`src/design/hpu_pkg.sv`:
```
// Shared types, operation codes and reset constants for the handheld palette unit.
// Used by hpu_ctrl, hpu_datapath and handheld_palette_unit. No dependencies.
`default_nettype none

package hpu_pkg;

    // Operation codes carried in the operation field of an input beat.
    localparam logic [3:0] OP_WRITE_BGP  = 4'd0;
    localparam logic [3:0] OP_WRITE_OBP0 = 4'd1;
    localparam logic [3:0] OP_WRITE_OBP1 = 4'd2;
    localparam logic [3:0] OP_WRITE_BCPS = 4'd3;
    localparam logic [3:0] OP_WRITE_BCPD = 4'd4;
    localparam logic [3:0] OP_WRITE_OCPS = 4'd5;
    localparam logic [3:0] OP_WRITE_OCPD = 4'd6;
    localparam logic [3:0] OP_MONO_BG    = 4'd7;
    localparam logic [3:0] OP_MONO_OBJ   = 4'd8;
    localparam logic [3:0] OP_COLOR_BG   = 4'd9;
    localparam logic [3:0] OP_COLOR_OBJ  = 4'd10;

    // Configuration register indexes.
    localparam logic [3:0] CFG_SHADE_0 = 4'd0;
    localparam logic [3:0] CFG_SHADE_1 = 4'd1;
    localparam logic [3:0] CFG_SHADE_2 = 4'd2;
    localparam logic [3:0] CFG_SHADE_3 = 4'd3;

    localparam int OP_W      = 4;
    localparam int DATA_W    = 8;
    localparam int CID_W     = 2;
    localparam int PSEL_W    = 3;
    localparam int RGBA_W    = 32;
    localparam int CFG_IDX_W = 4;
    localparam int RAM_DEPTH = 64;
    localparam int RAM_AW    = 6;

    localparam logic [RGBA_W-1:0] SHADE_0_RST = 32'hFFFF_FFFF;
    localparam logic [RGBA_W-1:0] SHADE_1_RST = 32'hAAAA_AAFF;
    localparam logic [RGBA_W-1:0] SHADE_2_RST = 32'h5555_55FF;
    localparam logic [RGBA_W-1:0] SHADE_3_RST = 32'h0000_00FF;
    localparam logic [DATA_W-1:0] BGP_RST     = 8'hFC;
    localparam logic [DATA_W-1:0] RAM_RST     = 8'hFF;
    localparam logic [7:0]        ALPHA_OPAQUE = 8'hFF;

    // Commands from the controller to the datapath.
    typedef struct packed {
        logic load_item;   // capture the accepted input beat
        logic exec_write;  // apply a register or color RAM write
        logic exec_read;   // read the palette state for a resolve
        logic load_out;    // load the formatted color into the output register
    } hpu_cmd_t;

    // Status from the datapath to the controller.
    typedef struct packed {
        logic is_resolve;  // the captured operation produces a result
    } hpu_status_t;

    // Widen a 5-bit color channel to 8 bits by repeating its top bits.
    function automatic logic [7:0] expand5(input logic [4:0] c);
        expand5 = {c, c[4:2]};
    endfunction

endpackage

`default_nettype wire

```
`src/design/handheld_palette_unit.sv`:
```
// Top level of the handheld palette unit: binds the controller and datapath.
// Depends on hpu_pkg, hpu_ctrl and hpu_datapath.
`default_nettype none

// The palette unit keeps the three monochrome palettes, the background and
// sprite color RAMs (64 bytes each) with their index registers, and four
// shade registers on the configuration port. Each input beat is one
// operation: a write updates palette state and returns nothing, a resolve
// returns one 32-bit RGBA color on the result channel. An item is handled
// in a sequence of states set by the controller: the accept cycle captures
// the beat, the next cycle applies a write or reads the palette state (the
// color RAM read ports are registered), and a resolve then formats the color
// into the output register in the format state. A resolve whose result
// finds the previous result still untaken waits in the format step until
// the result channel takes it. The next beat is accepted while a finished
// result is waiting. Color RAM bytes read as 0xFF until written, tracked
// with one flag per byte, so no clearing pass is needed after reset. The
// configuration port is always ready; writes to indexes beyond the four
// shade registers are dropped.
module handheld_palette_unit
    import hpu_pkg::*;
(
    input  wire logic                 aclk,
    input  wire logic                 aresetn,
    input  wire logic                 s_valid,
    output logic                      s_ready,
    input  wire logic [OP_W-1:0]      s_operation,
    input  wire logic [DATA_W-1:0]    s_write_data,
    input  wire logic [CID_W-1:0]     s_color_id,
    input  wire logic [PSEL_W-1:0]    s_palette_select,
    output logic                      m_valid,
    input  wire logic                 m_ready,
    output logic [RGBA_W-1:0]         m_rgba_color,
    input  wire logic                 cfg_valid,
    output logic                      cfg_ready,
    input  wire logic [CFG_IDX_W-1:0] cfg_index,
    input  wire logic [RGBA_W-1:0]    cfg_data
);

    hpu_cmd_t    cmd;
    hpu_status_t status;

    // Shade registers are written directly; every configuration beat is accepted.
    assign cfg_ready = 1'b1;

    hpu_ctrl u_ctrl (
        .aclk    (aclk),
        .aresetn (aresetn),
        .s_valid (s_valid),
        .s_ready (s_ready),
        .m_valid (m_valid),
        .m_ready (m_ready),
        .status  (status),
        .cmd     (cmd)
    );

    hpu_datapath u_datapath (
        .aclk             (aclk),
        .aresetn          (aresetn),
        .cmd              (cmd),
        .status           (status),
        .s_operation      (s_operation),
        .s_write_data     (s_write_data),
        .s_color_id       (s_color_id),
        .s_palette_select (s_palette_select),
        .cfg_wr           (cfg_valid && cfg_ready),
        .cfg_index        (cfg_index),
        .cfg_data         (cfg_data),
        .m_rgba_color     (m_rgba_color)
    );

endmodule

`default_nettype wire

```
`src/design/hpu_ctrl.sv`:
```
// Sequencing controller of the handheld palette unit: accept, execute, format.
// Depends on hpu_pkg for the command and status structs.
`default_nettype none

module hpu_ctrl
    import hpu_pkg::*;
(
    input  wire logic        aclk,
    input  wire logic        aresetn,
    input  wire logic        s_valid,
    output logic             s_ready,
    output logic             m_valid,
    input  wire logic        m_ready,
    input  wire hpu_status_t status,
    output hpu_cmd_t         cmd
);

    typedef enum logic [2:0] {
        ST_IDLE   = 3'b001,
        ST_EXEC   = 3'b010,
        ST_FORMAT = 3'b100
    } hpu_state_t;

    hpu_state_t state_reg, state_next;
    logic       out_valid_reg, out_valid_next;
    logic       out_free;

    assign out_free = !out_valid_reg || m_ready;
    assign s_ready  = (state_reg == ST_IDLE);
    assign m_valid  = out_valid_reg;

    always_comb begin
        state_next     = state_reg;
        out_valid_next = out_valid_reg && !m_ready;
        cmd            = '0;
        case (state_reg)
            ST_IDLE: begin
                if (s_valid) begin
                    cmd.load_item = 1'b1;
                    state_next    = ST_EXEC;
                end
            end
            ST_EXEC: begin
                if (status.is_resolve) begin
                    cmd.exec_read = 1'b1;
                    state_next    = ST_FORMAT;
                end else begin
                    cmd.exec_write = 1'b1;
                    state_next     = ST_IDLE;
                end
            end
            ST_FORMAT: begin
                if (out_free) begin
                    cmd.load_out   = 1'b1;
                    out_valid_next = 1'b1;
                    state_next     = ST_IDLE;
                end
            end
            default: begin
                state_next = ST_IDLE;
            end
        endcase
    end

    always_ff @(posedge aclk) begin
        if (!aresetn) begin
            state_reg     <= ST_IDLE;
            out_valid_reg <= 1'b0;
        end else begin
            state_reg     <= state_next;
            out_valid_reg <= out_valid_next;
        end
    end

    // A result is never loaded over one that has not been taken.
    assert property (@(posedge aclk) disable iff (!aresetn)
        cmd.load_out |-> (!out_valid_reg || m_ready))
        else $error("output register overwritten while still held");

    // An accepted beat is always executed in the following cycle.
    assert property (@(posedge aclk) disable iff (!aresetn)
        (s_valid && s_ready) |=> (state_reg == ST_EXEC))
        else $error("accepted beat not executed");

    // A palette read is always followed by formatting, never a second read.
    assert property (@(posedge aclk) disable iff (!aresetn)
        cmd.exec_read |=> (state_reg == ST_FORMAT && !cmd.exec_read))
        else $error("resolve read not followed by format");

    // At most one command is issued per cycle.
    assert property (@(posedge aclk) disable iff (!aresetn)
        $onehot0({cmd.load_item, cmd.exec_write, cmd.exec_read, cmd.load_out}))
        else $error("conflicting commands issued");

endmodule

`default_nettype wire

```
`src/design/hpu_datapath.sv`:
```
// Datapath of the handheld palette unit: palette registers, color RAMs,
// shade registers and the output register. Depends on hpu_pkg.
`default_nettype none

module hpu_datapath
    import hpu_pkg::*;
(
    input  wire logic                 aclk,
    input  wire logic                 aresetn,
    input  wire hpu_cmd_t             cmd,
    output hpu_status_t               status,
    input  wire logic [OP_W-1:0]      s_operation,
    input  wire logic [DATA_W-1:0]    s_write_data,
    input  wire logic [CID_W-1:0]     s_color_id,
    input  wire logic [PSEL_W-1:0]    s_palette_select,
    input  wire logic                 cfg_wr,
    input  wire logic [CFG_IDX_W-1:0] cfg_index,
    input  wire logic [RGBA_W-1:0]    cfg_data,
    output logic [RGBA_W-1:0]         m_rgba_color
);

    // Captured input beat.
    logic [OP_W-1:0]   op_reg;
    logic [DATA_W-1:0] data_reg;
    logic [CID_W-1:0]  cid_reg;
    logic [PSEL_W-1:0] psel_reg;

    // Architectural palette state.
    logic [RGBA_W-1:0] shade_reg [4];
    logic [DATA_W-1:0] bgp_reg, obp0_reg, obp1_reg;
    logic [DATA_W-1:0] bg_idx_reg, obj_idx_reg, bg_idx_next, obj_idx_next;

    // Color RAMs with per-byte written flags; an unwritten byte reads as 0xFF.
    logic [DATA_W-1:0]    bg_mem  [RAM_DEPTH];
    logic [DATA_W-1:0]    obj_mem [RAM_DEPTH];
    logic [RAM_DEPTH-1:0] bg_vld_reg, obj_vld_reg;

    // Read stage results.
    logic [DATA_W-1:0] bg_lo_reg, bg_hi_reg, obj_lo_reg, obj_hi_reg;
    logic              lo_vld_reg, hi_vld_reg;
    logic              is_color_reg, is_obj_reg;
    logic [1:0]        shade_idx_reg;

    logic [RAM_AW-1:0] addr_lo, addr_hi;
    logic [DATA_W-1:0] mono_pal;
    logic [1:0]        shade_idx;
    logic [DATA_W-1:0] lo_byte, hi_byte;
    logic [RGBA_W-1:0] color_rgba, result;
    logic              bg_wr, obj_wr;

    assign status.is_resolve = (op_reg == OP_MONO_BG) || (op_reg == OP_MONO_OBJ) ||
                               (op_reg == OP_COLOR_BG) || (op_reg == OP_COLOR_OBJ);

    always_ff @(posedge aclk) begin
        if (cmd.load_item) begin
            op_reg   <= s_operation;
            data_reg <= s_write_data;
            cid_reg  <= s_color_id;
            psel_reg <= s_palette_select;
        end
    end

    // Each color occupies two bytes; eight bytes per palette.
    assign addr_lo = {psel_reg, cid_reg, 1'b0};
    assign addr_hi = {psel_reg, cid_reg, 1'b1};

    assign bg_wr  = cmd.exec_write && (op_reg == OP_WRITE_BCPD);
    assign obj_wr = cmd.exec_write && (op_reg == OP_WRITE_OCPD);

    // Auto-increment wraps within the low six bits and keeps bits 7..6.
    always_comb begin
        bg_idx_next  = bg_idx_reg;
        obj_idx_next = obj_idx_reg;
        if (cmd.exec_write) begin
            case (op_reg)
                OP_WRITE_BCPS: bg_idx_next = data_reg;
                OP_WRITE_OCPS: obj_idx_next = data_reg;
                OP_WRITE_BCPD: begin
                    if (bg_idx_reg[7]) begin
                        bg_idx_next = {bg_idx_reg[7:6], bg_idx_reg[5:0] + 6'd1};
                    end
                end
                OP_WRITE_OCPD: begin
                    if (obj_idx_reg[7]) begin
                        obj_idx_next = {obj_idx_reg[7:6], obj_idx_reg[5:0] + 6'd1};
                    end
                end
                default: begin
                end
            endcase
        end
    end

    always_ff @(posedge aclk) begin
        if (!aresetn) begin
            shade_reg[0] <= SHADE_0_RST;
            shade_reg[1] <= SHADE_1_RST;
            shade_reg[2] <= SHADE_2_RST;
            shade_reg[3] <= SHADE_3_RST;
            bgp_reg      <= BGP_RST;
            obp0_reg     <= '0;
            obp1_reg     <= '0;
            bg_idx_reg   <= '0;
            obj_idx_reg  <= '0;
            bg_vld_reg   <= '0;
            obj_vld_reg  <= '0;
        end else begin
            if (cfg_wr) begin
                case (cfg_index)
                    CFG_SHADE_0: shade_reg[0] <= cfg_data;
                    CFG_SHADE_1: shade_reg[1] <= cfg_data;
                    CFG_SHADE_2: shade_reg[2] <= cfg_data;
                    CFG_SHADE_3: shade_reg[3] <= cfg_data;
                    default: begin
                    end
                endcase
            end
            if (cmd.exec_write) begin
                case (op_reg)
                    OP_WRITE_BGP:  bgp_reg  <= data_reg;
                    OP_WRITE_OBP0: obp0_reg <= data_reg;
                    OP_WRITE_OBP1: obp1_reg <= data_reg;
                    default: begin
                    end
                endcase
            end
            bg_idx_reg  <= bg_idx_next;
            obj_idx_reg <= obj_idx_next;
            if (bg_wr) begin
                bg_vld_reg[bg_idx_reg[RAM_AW-1:0]] <= 1'b1;
            end
            if (obj_wr) begin
                obj_vld_reg[obj_idx_reg[RAM_AW-1:0]] <= 1'b1;
            end
        end
    end

    // Background color RAM: one write port, two registered read ports.
    always_ff @(posedge aclk) begin
        if (bg_wr) begin
            bg_mem[bg_idx_reg[RAM_AW-1:0]] <= data_reg;
        end
        if (cmd.exec_read) begin
            bg_lo_reg <= bg_mem[addr_lo];
            bg_hi_reg <= bg_mem[addr_hi];
        end
    end

    // Sprite color RAM.
    always_ff @(posedge aclk) begin
        if (obj_wr) begin
            obj_mem[obj_idx_reg[RAM_AW-1:0]] <= data_reg;
        end
        if (cmd.exec_read) begin
            obj_lo_reg <= obj_mem[addr_lo];
            obj_hi_reg <= obj_mem[addr_hi];
        end
    end

    // Monochrome shade selection.
    always_comb begin
        if (op_reg == OP_MONO_BG) begin
            mono_pal = bgp_reg;
        end else if (psel_reg == '0) begin
            mono_pal = obp0_reg;
        end else begin
            mono_pal = obp1_reg;
        end
        case (cid_reg)
            2'd0:    shade_idx = mono_pal[1:0];
            2'd1:    shade_idx = mono_pal[3:2];
            2'd2:    shade_idx = mono_pal[5:4];
            2'd3:    shade_idx = mono_pal[7:6];
            default: shade_idx = mono_pal[1:0];
        endcase
    end

    always_ff @(posedge aclk) begin
        if (cmd.exec_read) begin
            is_color_reg  <= (op_reg == OP_COLOR_BG) || (op_reg == OP_COLOR_OBJ);
            is_obj_reg    <= (op_reg == OP_COLOR_OBJ);
            shade_idx_reg <= shade_idx;
            if (op_reg == OP_COLOR_OBJ) begin
                lo_vld_reg <= obj_vld_reg[addr_lo];
                hi_vld_reg <= obj_vld_reg[addr_hi];
            end else begin
                lo_vld_reg <= bg_vld_reg[addr_lo];
                hi_vld_reg <= bg_vld_reg[addr_hi];
            end
        end
    end

    // Format the 15-bit color into RGBA.
    always_comb begin
        lo_byte = is_obj_reg ? obj_lo_reg : bg_lo_reg;
        hi_byte = is_obj_reg ? obj_hi_reg : bg_hi_reg;
        if (!lo_vld_reg) begin
            lo_byte = RAM_RST;
        end
        if (!hi_vld_reg) begin
            hi_byte = RAM_RST;
        end
        color_rgba = {expand5(lo_byte[4:0]),
                      expand5({hi_byte[1:0], lo_byte[7:5]}),
                      expand5(hi_byte[6:2]),
                      ALPHA_OPAQUE};
        result = is_color_reg ? color_rgba : shade_reg[shade_idx_reg];
    end

    always_ff @(posedge aclk) begin
        if (cmd.load_out) begin
            m_rgba_color <= result;
        end
    end

endmodule

`default_nettype wire

```
`config.mk`:
```
export PLATFORM = sky130hd
export DESIGN_NAME = handheld_palette_unit
export DESIGN_NICKNAME = d
export VERILOG_FILES = /design/src/design/hpu_pkg.sv /design/src/design/handheld_palette_unit.sv /design/src/design/hpu_ctrl.sv /design/src/design/hpu_datapath.sv
export SDC_FILE = /design/constraint.sdc
export NUM_CORES = 2
export LEC_CHECK = 0
export BUFFER_PORTS_ARGS = -buffer_cell sky130_fd_sc_hd__clkbuf_2
export CAP_MARGIN = 5
export CORE_ASPECT_RATIO = 1.4
export CORE_UTILIZATION = 65
export CTS_CLUSTER_SIZE = 25
export DETAILED_ROUTE_END_ITERATION = 16
export PLACE_DENSITY = 0.86
export REMOVE_ABC_BUFFERS = 1
export SYNTH_ARGS = -nofsm -noshare
export SYNTH_HDL_FRONTEND = slang
export SYNTH_SLANG_ARGS = --single-unit
export TNS_END_PERCENT = 100
```
`constraint.sdc`:
```
create_clock -name aclk -period 10.3 [get_ports aclk]
set_input_delay 2.06 -clock aclk [delete_from_list [all_inputs] [get_ports aclk]]
set_output_delay 2.06 -clock aclk [all_outputs]
set_load 0.02 [all_outputs]
```
==> impl_metrics.json <==
{
  "pin_count": 93,
  "slowest_stage": "edfxtp_1",
  "ys_ff_latch": 1345,
  "grt_usage": 0.314,
  "port_buffers": 91,
  "slew_headroom": 0.0662,
  "slew_violations": 0,
  "worst_pin_slew_ns": 1.40,
  "fin_area_um2": 58000,
  "fin_crit_ns": 4.43,
  "hpwlAfterDp_um": 72500,
  "status": "complete, no violations",
  "powerDensity_nw_per_um2": 189,
  "vias": 27700,
  "ys_types": 61,
  "use_met2": 0.550,
  "post-route-period-util": 0.430,
  "ys.flop_type": "edfxtp_1",
  "dr.first_iter.drc_count": 3928,
  "grtUsageMet1": 0.384,
  "max-vdd-ir-drop_uv": 161,
  "hold_buffers": 0,
  "power_mw": 11.0,
  "setup_viol": 0,
  "routed_via_density": 7.03,
  "syn_avg_cell_area_um2": 19.6,
  "core_area_um2": 80200,
  "critical_path_class": "reg2reg",
  "wl_per_cell_um": 32.3,
  "fin_util": 0.723,
  "hold_viol_final": 0,
  "ctsResizeCount": 0,
  "grt.met3_usage": 0.0526,
  "finalWirelength_um": 127000,
  "gp_congestion": 0.822,
  "clk_latency_ns": 0.71,
  "dpl.cell_count": 3720,
  "preCtsSetupSlack_ns": 5.88,
  "drive_gt1_frac": 0.269,
  "critical_path.endpoint_type": "flop",
  "synth_edf_count": 1173,
  "postSynth.asyncResetShare": 0,
  "synth_top_cell_area_share": 0.669,
  "clkSlewWorstSetupHoldPaths_ns": 0.06,
  "cts_tree": "built",
  "path_cells": "buf_4, buf_4, mux4_2, mux4_2, mux2_2",
  "cts.htree.levels": 3,
  "synthCells": 2683,
  "skew_ns": 0.0446,
  "numCtsBuffers": 115,
  "final_nets": 2835,
  "worstPathRequired_ns": 10.73,
  "antenna_found_initial": 4,
  "yosysTopAreaCell": "edfxtp_1",
  "cp_max_fo": 50,
  "syn2layout_area_growth_pct": 10.1,
  "dpl_cell_area_um2": 54100,
  "synth_seq_area_share": 0.735,
  "slowest_delay_ns": 0.91,
  "grt_overflow": 0,
  "yosysWarnings": 0,
  "setup_slack_ns": 5.87,
  "route.antenna.remaining_nets": 0,
  "grt_pass1_vias": 28800,
  "cap_viol_max_count": 0,
  "grt-busiest-layer": "met2",
  "cts_buffer_depth": 3,
  "final_cells": 3939,
  "synth_area_leaders": "edfxtp_1, mux4_2, dfxtp_1, o21a_1, nor2_1",
  "dieHeight_um": 339,
  "critPathArrivalTime_ns": 4.86,
  "startpoint_type": "flop",
  "hold_path_class": "reg2reg",
  "synth_area_um2": 52600,
  "grt_max_degree": 153,
  "cts_sinks": 1345,
  "dieArea_um2": 82100,
  "drtPass1Iterations": 6,
  "p_leak_nw": 18.4,
  "grt_pass1_wl_um": 188000,
  "rows": 123,
  "drc": 0,
  "fmax_mhz": 226,
  "initial_core_util": 0.656,
  "root_buffer": "clkbuf_16",
  "post-cts-setup-buffers": 0,
  "rsz0062_at_grt": "no",
  "fp.dieW_um": 242
}
==> worst max-delay path, delay by kind of cell (launching register included) <==
family / cells / cell delay (ns)
buffers and inverters: 2 / 1.72
muxes: 3 / 1.45
DFF: 1 / 0.91
==> layout by cell type, fill, tap and decap left out, drive strengths merged, types with 9 or more instances in the layout <==
cell	count
a21oi	14
a22oi	11
a31oi	10
and2	51
buf	46
bufinv	9
clkbuf	243
clkinv	49
dfxtp	172
edfxtp	1173
inv	25
mux2	37
mux2i	47
mux4	362
nand2	63
nand2b	10
nand3	16
nand3b	10
nor2	158
nor2b	33
nor3	11
o21a	130
o21ai	32
or2	42
or3	56
==> power breakdown <==
group	leakage, nW	internal (mW)	switching [mW]
combinational	4.51	0.235	0.341
sequential	12.0	5.98	0.0227
clock	1.88	2.43	1.96
total	18.4	8.64	2.32
==> kinds of logic after synthesis <==
group,after synthesis,synth area share
flops,1345,0.735
simple gates,475,0.0472
mux,446,0.172
compound gates,229,0.0308
buf+inv,183,0.0147
fa+ha+maj,2,0.000475
xor+xnor,2,0.000333
other cells,1,0.0000712
==> final cells by class <==
type	count	area [um^2]
timing repair buffer	136	825
clock buffer	153	3220
antenna	1	2.50
tap	1062	1330
fill	4192	22200
sequential	1345	38700
multi-input combinational	1155	13200
clock inverter	65	588
inverter	22	82.6
==> synthesized netlist by cell type (4+ instances only) <==
cell type	count
nand2_1	63
nor2_1	156
or2_2	42
and2_1	51
buf_4	7
buf_2	32
o21a_1	130
nand2b_1	10
or3_1	56
buf_1	9
nand3_1	16
a31oi_1	10
nor2b_1	33
mux2i_1	47
mux2_2	37
mux4_2	362
nand3b_1	10
edfxtp_1	1173
o211a_1	5
a21oi_1	14
inv_1	22
clkbuf_1	110
dfxtp_1	172
o21ai_0	32
nor3b_1	4
a22oi_1	11
o211ai_1	4
a211oi_1	5
or3b_2	4
nor3_1	8
==> metal layers <==
metal,vias up,part of all wire
met2,2120,0.53
li1,11000,-
met1,14100,0.33
met5,-,0.00010
met4,2,0.053
met3,433,0.089
==> metrics by stage <==
stage	TNS [ns]	hold WS, ns
after detailed placement	0	0.448
final	0	0.460
after global placement	0	0.441
after global routing	0	0.478
after floorplan	-69.56	0.435
after CTS	0	0.463
==> worst paths after layout <==
check | startpoint | to | slack [ns] | depth (start not counted)
min | u_datapath.obj_vld_reg[21] | u_datapath.obj_vld_reg[21] | 0.46 | 1
min reg2reg | u_datapath.obj_vld_reg[21] | u_datapath.obj_vld_reg[21] | 0.46 | 1
max reg2reg | u_datapath.cid_reg[0] | u_datapath.bg_lo_reg[0] | 5.87 | 5
max | u_datapath.cid_reg[0] | u_datapath.bg_lo_reg[0] | 5.87 | 5
(Power assumes the default switching activity.)
